`src/ert_pkg.sv`:
```
// Shared types and constants for the echo request tracker.
package ert_pkg;

    // Controller states
    typedef enum logic [2:0] {
        ST_IDLE,
        ST_T_SCAN,
        ST_T_EMIT,
        ST_R_SCAN,
        ST_R_DONE
    } ert_state_t;

    // Input operation codes
    localparam logic OP_TICK  = 1'b0;
    localparam logic OP_REPLY = 1'b1;

    // Result kinds
    localparam logic [2:0] KIND_ISSUED  = 3'd0;
    localparam logic [2:0] KIND_EXPIRED = 3'd1;
    localparam logic [2:0] KIND_MATCHED = 3'd2;
    localparam logic [2:0] KIND_LATE    = 3'd3;
    localparam logic [2:0] KIND_IGNORED = 3'd4;

    // Configuration register indexes
    localparam logic [1:0] CFG_INTERVAL = 2'd0;
    localparam logic [1:0] CFG_TIMEOUT  = 2'd1;
    localparam logic [1:0] CFG_IDENT    = 2'd2;
    localparam logic [1:0] CFG_TARGET   = 2'd3;

    localparam logic [7:0] TYPE_ECHO_REPLY = 8'd0;

    // One tracking table entry
    typedef struct packed {
        logic [15:0] seq;
        logic [31:0] stamp;
    } ert_entry_t;

    // Saturating 16-bit increment
    function automatic logic [15:0] sat_inc(input logic [15:0] v);
        logic [15:0] r;
        r = (v == 16'hFFFF) ? v : v + 16'd1;
        return r;
    endfunction

endpackage

```
`src/echo_request_tracker.sv`:
```
// Top level of the echo request tracker.
//
//  channel   | handshake              | payload
//  ----------+------------------------+-------------------------------------------
//  input     | start, busy            | op, reply_type, reply_ident, reply_seq
//  result    | result_valid (strobe)  | kind, seq_number, round_trip, untracked,
//            |                        | finished, last_of_run, *_count
//  config    | cfg_we                 | cfg_index, cfg_data
//
// A tick makes one pass over the slot RAM to find expired entries, then a
// second pass to read their sequence numbers out.
// A valid reply makes one RAM pass, then applies the match in ST_R_DONE;
// an ignored reply, a reply after completion or a tick after completion needs no pass.
// The single read port of the slot RAM is why each pass reads the slots one by one.
// Reset clears all control state and valid bits; the RAM needs no clearing.
// Results are strobed for one cycle each; the receiver cannot stall.
module echo_request_tracker #(
    parameter int TABLE_DEPTH = 16
) (
    input  logic        clk,
    input  logic        rst_n,
    input  logic        start,
    output logic        busy,
    input  logic        op,
    input  logic [7:0]  reply_type,
    input  logic [15:0] reply_ident,
    input  logic [15:0] reply_seq,
    input  logic        cfg_we,
    input  logic [1:0]  cfg_index,
    input  logic [15:0] cfg_data,
    output logic        result_valid,
    output logic [2:0]  kind,
    output logic [15:0] seq_number,
    output logic [31:0] round_trip,
    output logic        untracked,
    output logic        finished,
    output logic        last_of_run,
    output logic [15:0] issued_count,
    output logic [15:0] answered_count,
    output logic [15:0] timed_out_count
);
    import ert_pkg::*;

    localparam int D  = TABLE_DEPTH;
    localparam int AW = (D > 1) ? $clog2(D) : 1;
    localparam int CW = $clog2(D + 1);
    localparam logic [CW-1:0] DCNT = CW'(D);

    ert_state_t state_reg, state_next;

    logic [15:0] interval_reg, timeout_reg, ident_reg, target_reg;
    logic [31:0] now_reg, now_next;
    logic [31:0] last_issue_reg, last_issue_next;
    logic        pend_reg, pend_next;
    logic [15:0] next_seq_reg, next_seq_next;
    logic [D-1:0] valid_reg, valid_next;
    logic [D-1:0] expd_reg, expd_next;
    logic [D-1:0] expv_reg, expv_next;
    logic [15:0] issued_reg, issued_next;
    logic [15:0] answered_reg, answered_next;
    logic [15:0] tout_reg, tout_next;
    logic        done_reg, done_next;

    logic [CW-1:0] idx_reg, idx_next;
    logic          rd_vld_reg, rd_vld_next;
    logic [AW-1:0] rd_idx_reg, rd_idx_next;
    logic [CW-1:0] ecnt_reg, ecnt_next;
    logic          iss_flag_reg, iss_flag_next;
    logic [15:0]   iss_seq_reg, iss_seq_next;
    logic          iss_untr_reg, iss_untr_next;
    logic [15:0]   req_seq_reg, req_seq_next;
    logic          vhit_reg, vhit_next, ehit_reg, ehit_next;
    logic [AW-1:0] vidx_reg, vidx_next, eidx_reg, eidx_next;
    logic [31:0]   vrtt_reg, vrtt_next, ertt_reg, ertt_next;

    logic        out_vld_reg, out_vld_next;
    logic [2:0]  out_kind_reg, out_kind_next;
    logic [15:0] out_seq_reg, out_seq_next;
    logic [31:0] out_rtt_reg, out_rtt_next;
    logic        out_untr_reg, out_untr_next;
    logic        out_last_reg, out_last_next;

    logic          mem_we;
    logic [AW-1:0] mem_waddr;
    ert_entry_t    mem_wdata, mem_rdata;

    logic          free_found;
    logic [AW-1:0] free_idx;
    logic [31:0]   age;
    logic [15:0]   ans_new;
    logic [16:0]   sum_new;

    ert_slot_ram #(.DEPTH(D), .AW(AW)) u_ram (
        .clk   (clk),
        .we    (mem_we),
        .waddr (mem_waddr),
        .wdata (mem_wdata),
        .raddr (idx_reg[AW-1:0]),
        .rdata (mem_rdata)
    );

    // Lowest free slot
    always_comb
    begin
        free_found = 1'b0;
        free_idx   = '0;
        for (int i = D - 1; i >= 0; i--)
        begin
            if (!valid_reg[i] && !expd_reg[i])
            begin
                free_found = 1'b1;
                free_idx   = AW'(i);
            end
        end
    end

    assign age = now_reg - mem_rdata.stamp;

    // Next state and datapath
    always_comb
    begin
        state_next      = state_reg;
        now_next        = now_reg;
        last_issue_next = last_issue_reg;
        pend_next       = pend_reg;
        next_seq_next   = next_seq_reg;
        valid_next      = valid_reg;
        expd_next       = expd_reg;
        expv_next       = expv_reg;
        issued_next     = issued_reg;
        answered_next   = answered_reg;
        tout_next       = tout_reg;
        done_next       = done_reg;
        idx_next        = idx_reg;
        rd_vld_next     = 1'b0;
        rd_idx_next     = rd_idx_reg;
        ecnt_next       = ecnt_reg;
        iss_flag_next   = iss_flag_reg;
        iss_seq_next    = iss_seq_reg;
        iss_untr_next   = iss_untr_reg;
        req_seq_next    = req_seq_reg;
        vhit_next       = vhit_reg;
        ehit_next       = ehit_reg;
        vidx_next       = vidx_reg;
        eidx_next       = eidx_reg;
        vrtt_next       = vrtt_reg;
        ertt_next       = ertt_reg;
        out_vld_next    = 1'b0;
        out_kind_next   = out_kind_reg;
        out_seq_next    = out_seq_reg;
        out_rtt_next    = out_rtt_reg;
        out_untr_next   = out_untr_reg;
        out_last_next   = out_last_reg;
        mem_we          = 1'b0;
        mem_waddr       = free_idx;
        mem_wdata.seq   = next_seq_reg;
        mem_wdata.stamp = now_reg + 32'd1;
        ans_new         = answered_reg;
        sum_new         = '0;

        // RAM sweep address sequencing, used by every scanning state
        if (state_reg != ST_IDLE && state_reg != ST_R_DONE && idx_reg < DCNT)
        begin
            idx_next    = idx_reg + CW'(1);
            rd_vld_next = 1'b1;
            rd_idx_next = idx_reg[AW-1:0];
        end

        case (state_reg)
            ST_IDLE:
            begin
                idx_next = '0;
                if (start)
                begin
                    if (op == OP_TICK)
                    begin
                        if (!done_reg)
                        begin
                            now_next      = now_reg + 32'd1;
                            iss_flag_next = 1'b0;
                            if (pend_reg || (now_next - last_issue_reg) >= {16'd0, interval_reg})
                            begin
                                iss_flag_next   = 1'b1;
                                iss_seq_next    = next_seq_reg;
                                iss_untr_next   = !free_found;
                                next_seq_next   = next_seq_reg + 16'd1;
                                issued_next     = sat_inc(issued_reg);
                                last_issue_next = now_next;
                                pend_next       = 1'b0;
                                if (free_found)
                                begin
                                    mem_we               = 1'b1;
                                    valid_next[free_idx] = 1'b1;
                                end
                            end
                            expv_next  = '0;
                            ecnt_next  = '0;
                            state_next = ST_T_SCAN;
                        end
                    end
                    else if (done_reg || reply_type != TYPE_ECHO_REPLY
                             || reply_ident != ident_reg)
                    begin
                        out_vld_next  = 1'b1;
                        out_kind_next = KIND_IGNORED;
                        out_seq_next  = reply_seq;
                        out_rtt_next  = '0;
                        out_untr_next = 1'b0;
                        out_last_next = 1'b1;
                        // Completion is checked on every reply
                        sum_new       = {1'b0, answered_reg} + {1'b0, tout_reg};
                        if (target_reg != 16'd0 && sum_new >= {1'b0, target_reg})
                        begin
                            done_next = 1'b1;
                        end
                    end
                    else
                    begin
                        req_seq_next = reply_seq;
                        vhit_next    = 1'b0;
                        ehit_next    = 1'b0;
                        state_next   = ST_R_SCAN;
                    end
                end
            end

            // Find entries that reached the timeout
            ST_T_SCAN:
            begin
                if (rd_vld_reg && valid_reg[rd_idx_reg] && age >= {16'd0, timeout_reg})
                begin
                    valid_next[rd_idx_reg] = 1'b0;
                    expd_next[rd_idx_reg]  = 1'b1;
                    expv_next[rd_idx_reg]  = 1'b1;
                    tout_next              = sat_inc(tout_reg);
                    ecnt_next              = ecnt_reg + CW'(1);
                end
                if (idx_reg == DCNT && !rd_vld_reg)
                begin
                    idx_next    = '0;
                    rd_vld_next = 1'b0;
                    state_next  = ST_T_EMIT;
                end
            end

            // Issued request first, then expired slots in slot order
            ST_T_EMIT:
            begin
                if (iss_flag_reg)
                begin
                    iss_flag_next = 1'b0;
                    out_vld_next  = 1'b1;
                    out_kind_next = KIND_ISSUED;
                    out_seq_next  = iss_seq_reg;
                    out_rtt_next  = '0;
                    out_untr_next = iss_untr_reg;
                    out_last_next = (ecnt_reg == '0);
                end
                else if (rd_vld_reg && expv_reg[rd_idx_reg])
                begin
                    ecnt_next     = ecnt_reg - CW'(1);
                    out_vld_next  = 1'b1;
                    out_kind_next = KIND_EXPIRED;
                    out_seq_next  = mem_rdata.seq;
                    out_rtt_next  = '0;
                    out_untr_next = 1'b0;
                    out_last_next = (ecnt_reg == CW'(1));
                end
                if (idx_reg == DCNT && !rd_vld_reg)
                begin
                    state_next = ST_IDLE;
                end
            end

            // Lowest live match and lowest expired match
            ST_R_SCAN:
            begin
                if (rd_vld_reg && mem_rdata.seq == req_seq_reg)
                begin
                    if (!vhit_reg && valid_reg[rd_idx_reg])
                    begin
                        vhit_next = 1'b1;
                        vidx_next = rd_idx_reg;
                        vrtt_next = age;
                    end
                    else if (!ehit_reg && expd_reg[rd_idx_reg])
                    begin
                        ehit_next = 1'b1;
                        eidx_next = rd_idx_reg;
                        ertt_next = age;
                    end
                end
                if (idx_reg == DCNT && !rd_vld_reg)
                begin
                    state_next = ST_R_DONE;
                end
            end

            // Apply the match and report it
            ST_R_DONE:
            begin
                out_vld_next  = 1'b1;
                out_seq_next  = req_seq_reg;
                out_untr_next = 1'b0;
                out_last_next = 1'b1;
                if (vhit_reg)
                begin
                    valid_next[vidx_reg] = 1'b0;
                    ans_new              = sat_inc(answered_reg);
                    out_kind_next        = KIND_MATCHED;
                    out_rtt_next         = vrtt_reg;
                end
                else if (ehit_reg)
                begin
                    expd_next[eidx_reg] = 1'b0;
                    out_kind_next       = KIND_LATE;
                    out_rtt_next        = ertt_reg;
                end
                else
                begin
                    out_kind_next = KIND_IGNORED;
                    out_rtt_next  = '0;
                end
                answered_next = ans_new;
                sum_new       = {1'b0, ans_new} + {1'b0, tout_reg};
                if (target_reg != 16'd0 && sum_new >= {1'b0, target_reg})
                begin
                    done_next = 1'b1;
                end
                state_next = ST_IDLE;
            end

            default:
            begin
                state_next = ST_IDLE;
            end
        endcase
    end

    // Control and state registers
    always_ff @(posedge clk or negedge rst_n)
    begin
        if (!rst_n)
        begin
            state_reg      <= ST_IDLE;
            now_reg        <= '0;
            last_issue_reg <= '0;
            pend_reg       <= 1'b1;
            next_seq_reg   <= 16'd1;
            valid_reg      <= '0;
            expd_reg       <= '0;
            expv_reg       <= '0;
            issued_reg     <= '0;
            answered_reg   <= '0;
            tout_reg       <= '0;
            done_reg       <= 1'b0;
            idx_reg        <= '0;
            rd_vld_reg     <= 1'b0;
            ecnt_reg       <= '0;
            iss_flag_reg   <= 1'b0;
            vhit_reg       <= 1'b0;
            ehit_reg       <= 1'b0;
            out_vld_reg    <= 1'b0;
        end
        else
        begin
            state_reg      <= state_next;
            now_reg        <= now_next;
            last_issue_reg <= last_issue_next;
            pend_reg       <= pend_next;
            next_seq_reg   <= next_seq_next;
            valid_reg      <= valid_next;
            expd_reg       <= expd_next;
            expv_reg       <= expv_next;
            issued_reg     <= issued_next;
            answered_reg   <= answered_next;
            tout_reg       <= tout_next;
            done_reg       <= done_next;
            idx_reg        <= idx_next;
            rd_vld_reg     <= rd_vld_next;
            ecnt_reg       <= ecnt_next;
            iss_flag_reg   <= iss_flag_next;
            vhit_reg       <= vhit_next;
            ehit_reg       <= ehit_next;
            out_vld_reg    <= out_vld_next;
        end
    end

    // Payload registers
    always_ff @(posedge clk)
    begin
        rd_idx_reg   <= rd_idx_next;
        iss_seq_reg  <= iss_seq_next;
        iss_untr_reg <= iss_untr_next;
        req_seq_reg  <= req_seq_next;
        vidx_reg     <= vidx_next;
        eidx_reg     <= eidx_next;
        vrtt_reg     <= vrtt_next;
        ertt_reg     <= ertt_next;
        out_kind_reg <= out_kind_next;
        out_seq_reg  <= out_seq_next;
        out_rtt_reg  <= out_rtt_next;
        out_untr_reg <= out_untr_next;
        out_last_reg <= out_last_next;
    end

    // Configuration registers
    always_ff @(posedge clk or negedge rst_n)
    begin
        if (!rst_n)
        begin
            interval_reg <= 16'd1000;
            timeout_reg  <= 16'd1000;
            ident_reg    <= 16'd0;
            target_reg   <= 16'd0;
        end
        else if (cfg_we)
        begin
            case (cfg_index)
                CFG_INTERVAL: interval_reg <= cfg_data;
                CFG_TIMEOUT:  timeout_reg  <= cfg_data;
                CFG_IDENT:    ident_reg    <= cfg_data;
                CFG_TARGET:   target_reg   <= cfg_data;
                default:      ;
            endcase
        end
    end

    assign busy            = (state_reg != ST_IDLE);
    assign result_valid    = out_vld_reg;
    assign kind            = out_kind_reg;
    assign seq_number      = out_seq_reg;
    assign round_trip      = out_rtt_reg;
    assign untracked       = out_untr_reg;
    assign last_of_run     = out_last_reg;
    assign finished        = done_reg;
    assign issued_count    = issued_reg;
    assign answered_count  = answered_reg;
    assign timed_out_count = tout_reg;

endmodule

```
`src/ert_slot_ram.sv`:
```
// Slot table memory: one write port, one registered read port.
module ert_slot_ram #(
    parameter int DEPTH = 16,
    parameter int AW    = 4
) (
    input  logic                clk,
    input  logic                we,
    input  logic [AW-1:0]       waddr,
    input  ert_pkg::ert_entry_t wdata,
    input  logic [AW-1:0]       raddr,
    output ert_pkg::ert_entry_t rdata
);
    import ert_pkg::*;

    ert_entry_t mem [DEPTH];

    // Write port
    always_ff @(posedge clk)
    begin
        if (we)
        begin
            mem[waddr] <= wdata;
        end
    end

    // Registered read port
    always_ff @(posedge clk)
    begin
        rdata <= mem[raddr];
    end

endmodule

```
`config.mk`:
```
export PLATFORM = sky130hd
export DESIGN_NAME = echo_request_tracker
export DESIGN_NICKNAME = d
export VERILOG_FILES = /design/src/ert_pkg.sv /design/src/echo_request_tracker.sv /design/src/ert_slot_ram.sv
export SDC_FILE = /design/constraint.sdc
export NUM_CORES = 2
export LEC_CHECK = 0
export BUFFER_PORTS_ARGS = -buffer_cell sky130_fd_sc_hd__buf_2
export CAP_MARGIN = 20
export CORE_AREA = 2 2 367 369
export DETAILED_ROUTE_END_ITERATION = 12
export DIE_AREA = 0 0 369 371
export RECOVER_POWER = 100
export SYNTH_ARGS = -nofsm -noshare
export SYNTH_HDL_FRONTEND = slang
export SYNTH_SLANG_ARGS = --single-unit
```
`constraint.sdc`:
```
create_clock -name clk -period 8.7 [get_ports clk]
set_clock_uncertainty 0.2 [all_clocks]
set_input_delay 0.435 -clock clk [delete_from_list [all_inputs] [get_ports clk]]
set_output_delay 0.435 -clock clk [all_outputs]
set_load 0.05 [all_outputs]
```
==> results.py <==
metrics = {
    "outcome": {
        "status": "finished, violations left",
        "violations": "capacitance limit, slew limit",
    },
    "clock_network": {
        "post_cts_resized": 0,
        "clockRootBuffer": "clkbuf_16",
        "clkTransAtPathRegs_ps": 60,
        "tritoncts": "done",
        "cts-buffers-inserted": 132,
        "cts_sinks": 1238,
        "htree_levels": 4,
        "clock_latency_ps": 770,
        "postCtsSetupRepairBufs": 0,
        "hold_buffers": 38,
        "clk_path_buf_depth": 3,
    },
    "placed_design": {
        "port_buffers": 166,
        "hpwl_mm": 93.3,
        "place.gp.congestion": 0.907,
    },
    "die": {
        "die_h_um": 371,
        "row_count": 134,
        "fp.dieW_um": 369,
        "initial_utilization_pct": 41.8,
        "dieArea_um2": 137000,
        "io_pins": 167,
        "coreArea_um2": 133000,
    },
    "cells_and_area": {
        "utilization_pct": 47.4,
        "largest_reg_flops": 768,
        "reg_top3": "u_ram.mem (768), u_ram.rdata (48)",
        "top_register": "u_ram.mem",
        "drive_above_1_share_pct": 16.4,
        "syn_to_final_growth_pct": 13.4,
        "num-fill-cells": 11600,
        "nNetsFinal": 4174,
    },
    "synth": {
        "synth_edf_count": 930,
        "synth_seq_cells": 1238,
        "ys.flop_type": "edfxtp_1",
        "ys_seq_area_share_pct": 63.8,
        "synth_area_um2": 55500,
        "syn_inst": 3680,
        "avgSynthCellArea_um2": 15.1,
        "yosys_warnings": 0,
        "ys_types": 99,
        "synthTopCellsByCount": "edfxtp_1, mux4_2, dfrtp_1",
        "synthArstFlopShare_pct": 21.0,
        "synth_top_cell_area_share_pct": 50.3,
        "synth.most_common_cell": "edfxtp_1",
        "yosysTopAreaCell": "edfxtp_1",
        "synth_area_leaders": "edfxtp_1, dfrtp_1, mux4_2, ha_1, xnor2_1",
        "syn_nets": 3916,
    },
    "power_and_ir_drop": {
        "peakVddDrop_mv": 0.231,
        "p_per_area_nw_per_um2": 288,
        "finalPower_mw": 18.1,
        "cellLeakagePower_nw": 23.2,
    },
    "sta": {
        "setup_viol": 0,
        "rsz0062_at_grt": "false",
        "slew_headroom_pct": -210,
        "final-max-slew-violation-count": 810,
        "setup-tns-final_ps": 0,
        "tightest_slew_ps": 4660,
        "min_period_ps": 8070,
        "fmax_ghz": 0.124,
        "finalHoldViolCount": 0,
        "post-route-period-util_pct": 92.7,
    },
    "worst_setup_path": {
        "critical-path-top-delay-family": "simple AND/OR/NAND/NOR gates",
        "crit_required_ps": 8940,
        "crit_path_start_kind": "flop",
        "worst-path-buf-inv": 3,
        "critPathMaxStageDelay_ps": 720,
        "slowest_stage": "clkbuf_1",
        "critical_path_class": "reg -> reg",
        "arrival_ps": 8310,
        "cp-end-kind": "flop",
        "critPathMaxFanout": 26,
    },
    "drt": {
        "via_per_inst": 5.63,
        "drc": 0,
        "routedWlPerCell_um": 24.1,
        "drt_iter0_drc": 2874,
        "wl_mm": 140,
        "vias": 32700,
        "final_antenna_net_count": 0,
        "dr.pass1.iters": 5,
    },
    "global_route": {
        "antenna_found_initial": 3,
        "grt_usage_pct": 20.6,
        "grt_pass1_vias": 32700,
        "grt_max_degree": 150,
        "grt_pass1_wl_mm": 211,
        "overflow": 0,
    },
    "min_path": {
        "min_path_type": "in -> reg",
    },
    "job": {
        "maxCapViolations": 16,
    },
}
## cell usage in the layout (no fill, tap or decap), drive strengths merged, types with 32 or more instances in the layout
cell type    count
inv            161
nor4            42
xnor2          148
dfxtp           48
a21oi          127
a22o            46
buf             77
nand4           52
and3            36
edfxtp         930
ha             169
clkinv          45
nor2           195
dlygate4sd3     37
clkbuf         345
xor2            79
o21ai          125
dfrtp          246
mux4           255
nand3           67
a21o            32
nor3            73
mux2            58
nand2          230
## where the power goes
group	internal, mW	switching [mW]	total, mW
Combinational	1.97	3.05	5.02
Sequential	7.07	0.527	7.60
Clock	3.17	2.37	5.53
Total	12.2	5.95	18.1
## layer usage
| layer | up-vias | part of all wire, % | global-route usage [%] |
|---|---|---|---|
| li1 | 14800 | - | - |
| met1 | 16800 | 44 | 29.3 |
| met2 | 1040 | 47 | 32.9 |
| met3 | 173 | 6.0 | 3.19 |
| met4 | 0 | 2.3 | 5.53 |
| met5 | - | 0 | 0 |
## logic make-up after synthesis
family                     Yosys count  synth area share (%)
buffers and inverters              314                  2.22
DFF                               1238                  63.8
and+or+nand+nor                    829                  7.36
xor gates and xnor gates           228                  3.62
adders and majority gates          173                  3.96
muxes                              336                  11.9
AOI/OAI and AO/OA                  562                  7.04
## final timing paths
kind	start	end	slack, ps	cells after the start
max in group asynchronous	rst_n	last_issue_reg[15]$_DFFE_PN0P_	3230	4
setup / recovery	now_reg[1]$_DFFE_PN0P_	u_ram.mem[1][9]$_DFFE_PP_	630	26
hold / removal	reply_seq[6]	req_seq_reg[6]$_DFFE_PP_	210	2
min in group asynchronous	rst_n	valid_reg[5]$_DFFE_PN0P_	640	3
hold reg to reg	expv_reg[15]$_DFFE_PN0P_	expv_reg[15]$_DFFE_PN0P_	280	2
setup reg to reg	now_reg[1]$_DFFE_PN0P_	u_ram.mem[1][9]$_DFFE_PP_	630	26
## area by class of cell
cell class	instances	area (um2)	share of cell area, %
multi-input combinational	2128	18900	30.1
inverter	158	594	0.944
clock inverter	60	643	1.02
antenna	1	2.50	0.00398
clock buffer	179	3660	5.82
timing repair buffer	280	1460	2.33
sequential	1238	35400	56.3
tap	1768	2210	3.52
## per-stage QoR
step	instance area, um2	setup WS (ps)	instances	hold WS [ps]
3_5_place_dp	58700	896	5533	200
2_1_floorplan	55500	692	3680	-60.6
6_report	62900	631	5812	208
3_3_place_gp	58700	1010	5533	203
4_1_cts	63400	814	5810	0.295
5_1_grt	62900	180	5811	179
Note: power is estimated with default switching activity, not from simulation.
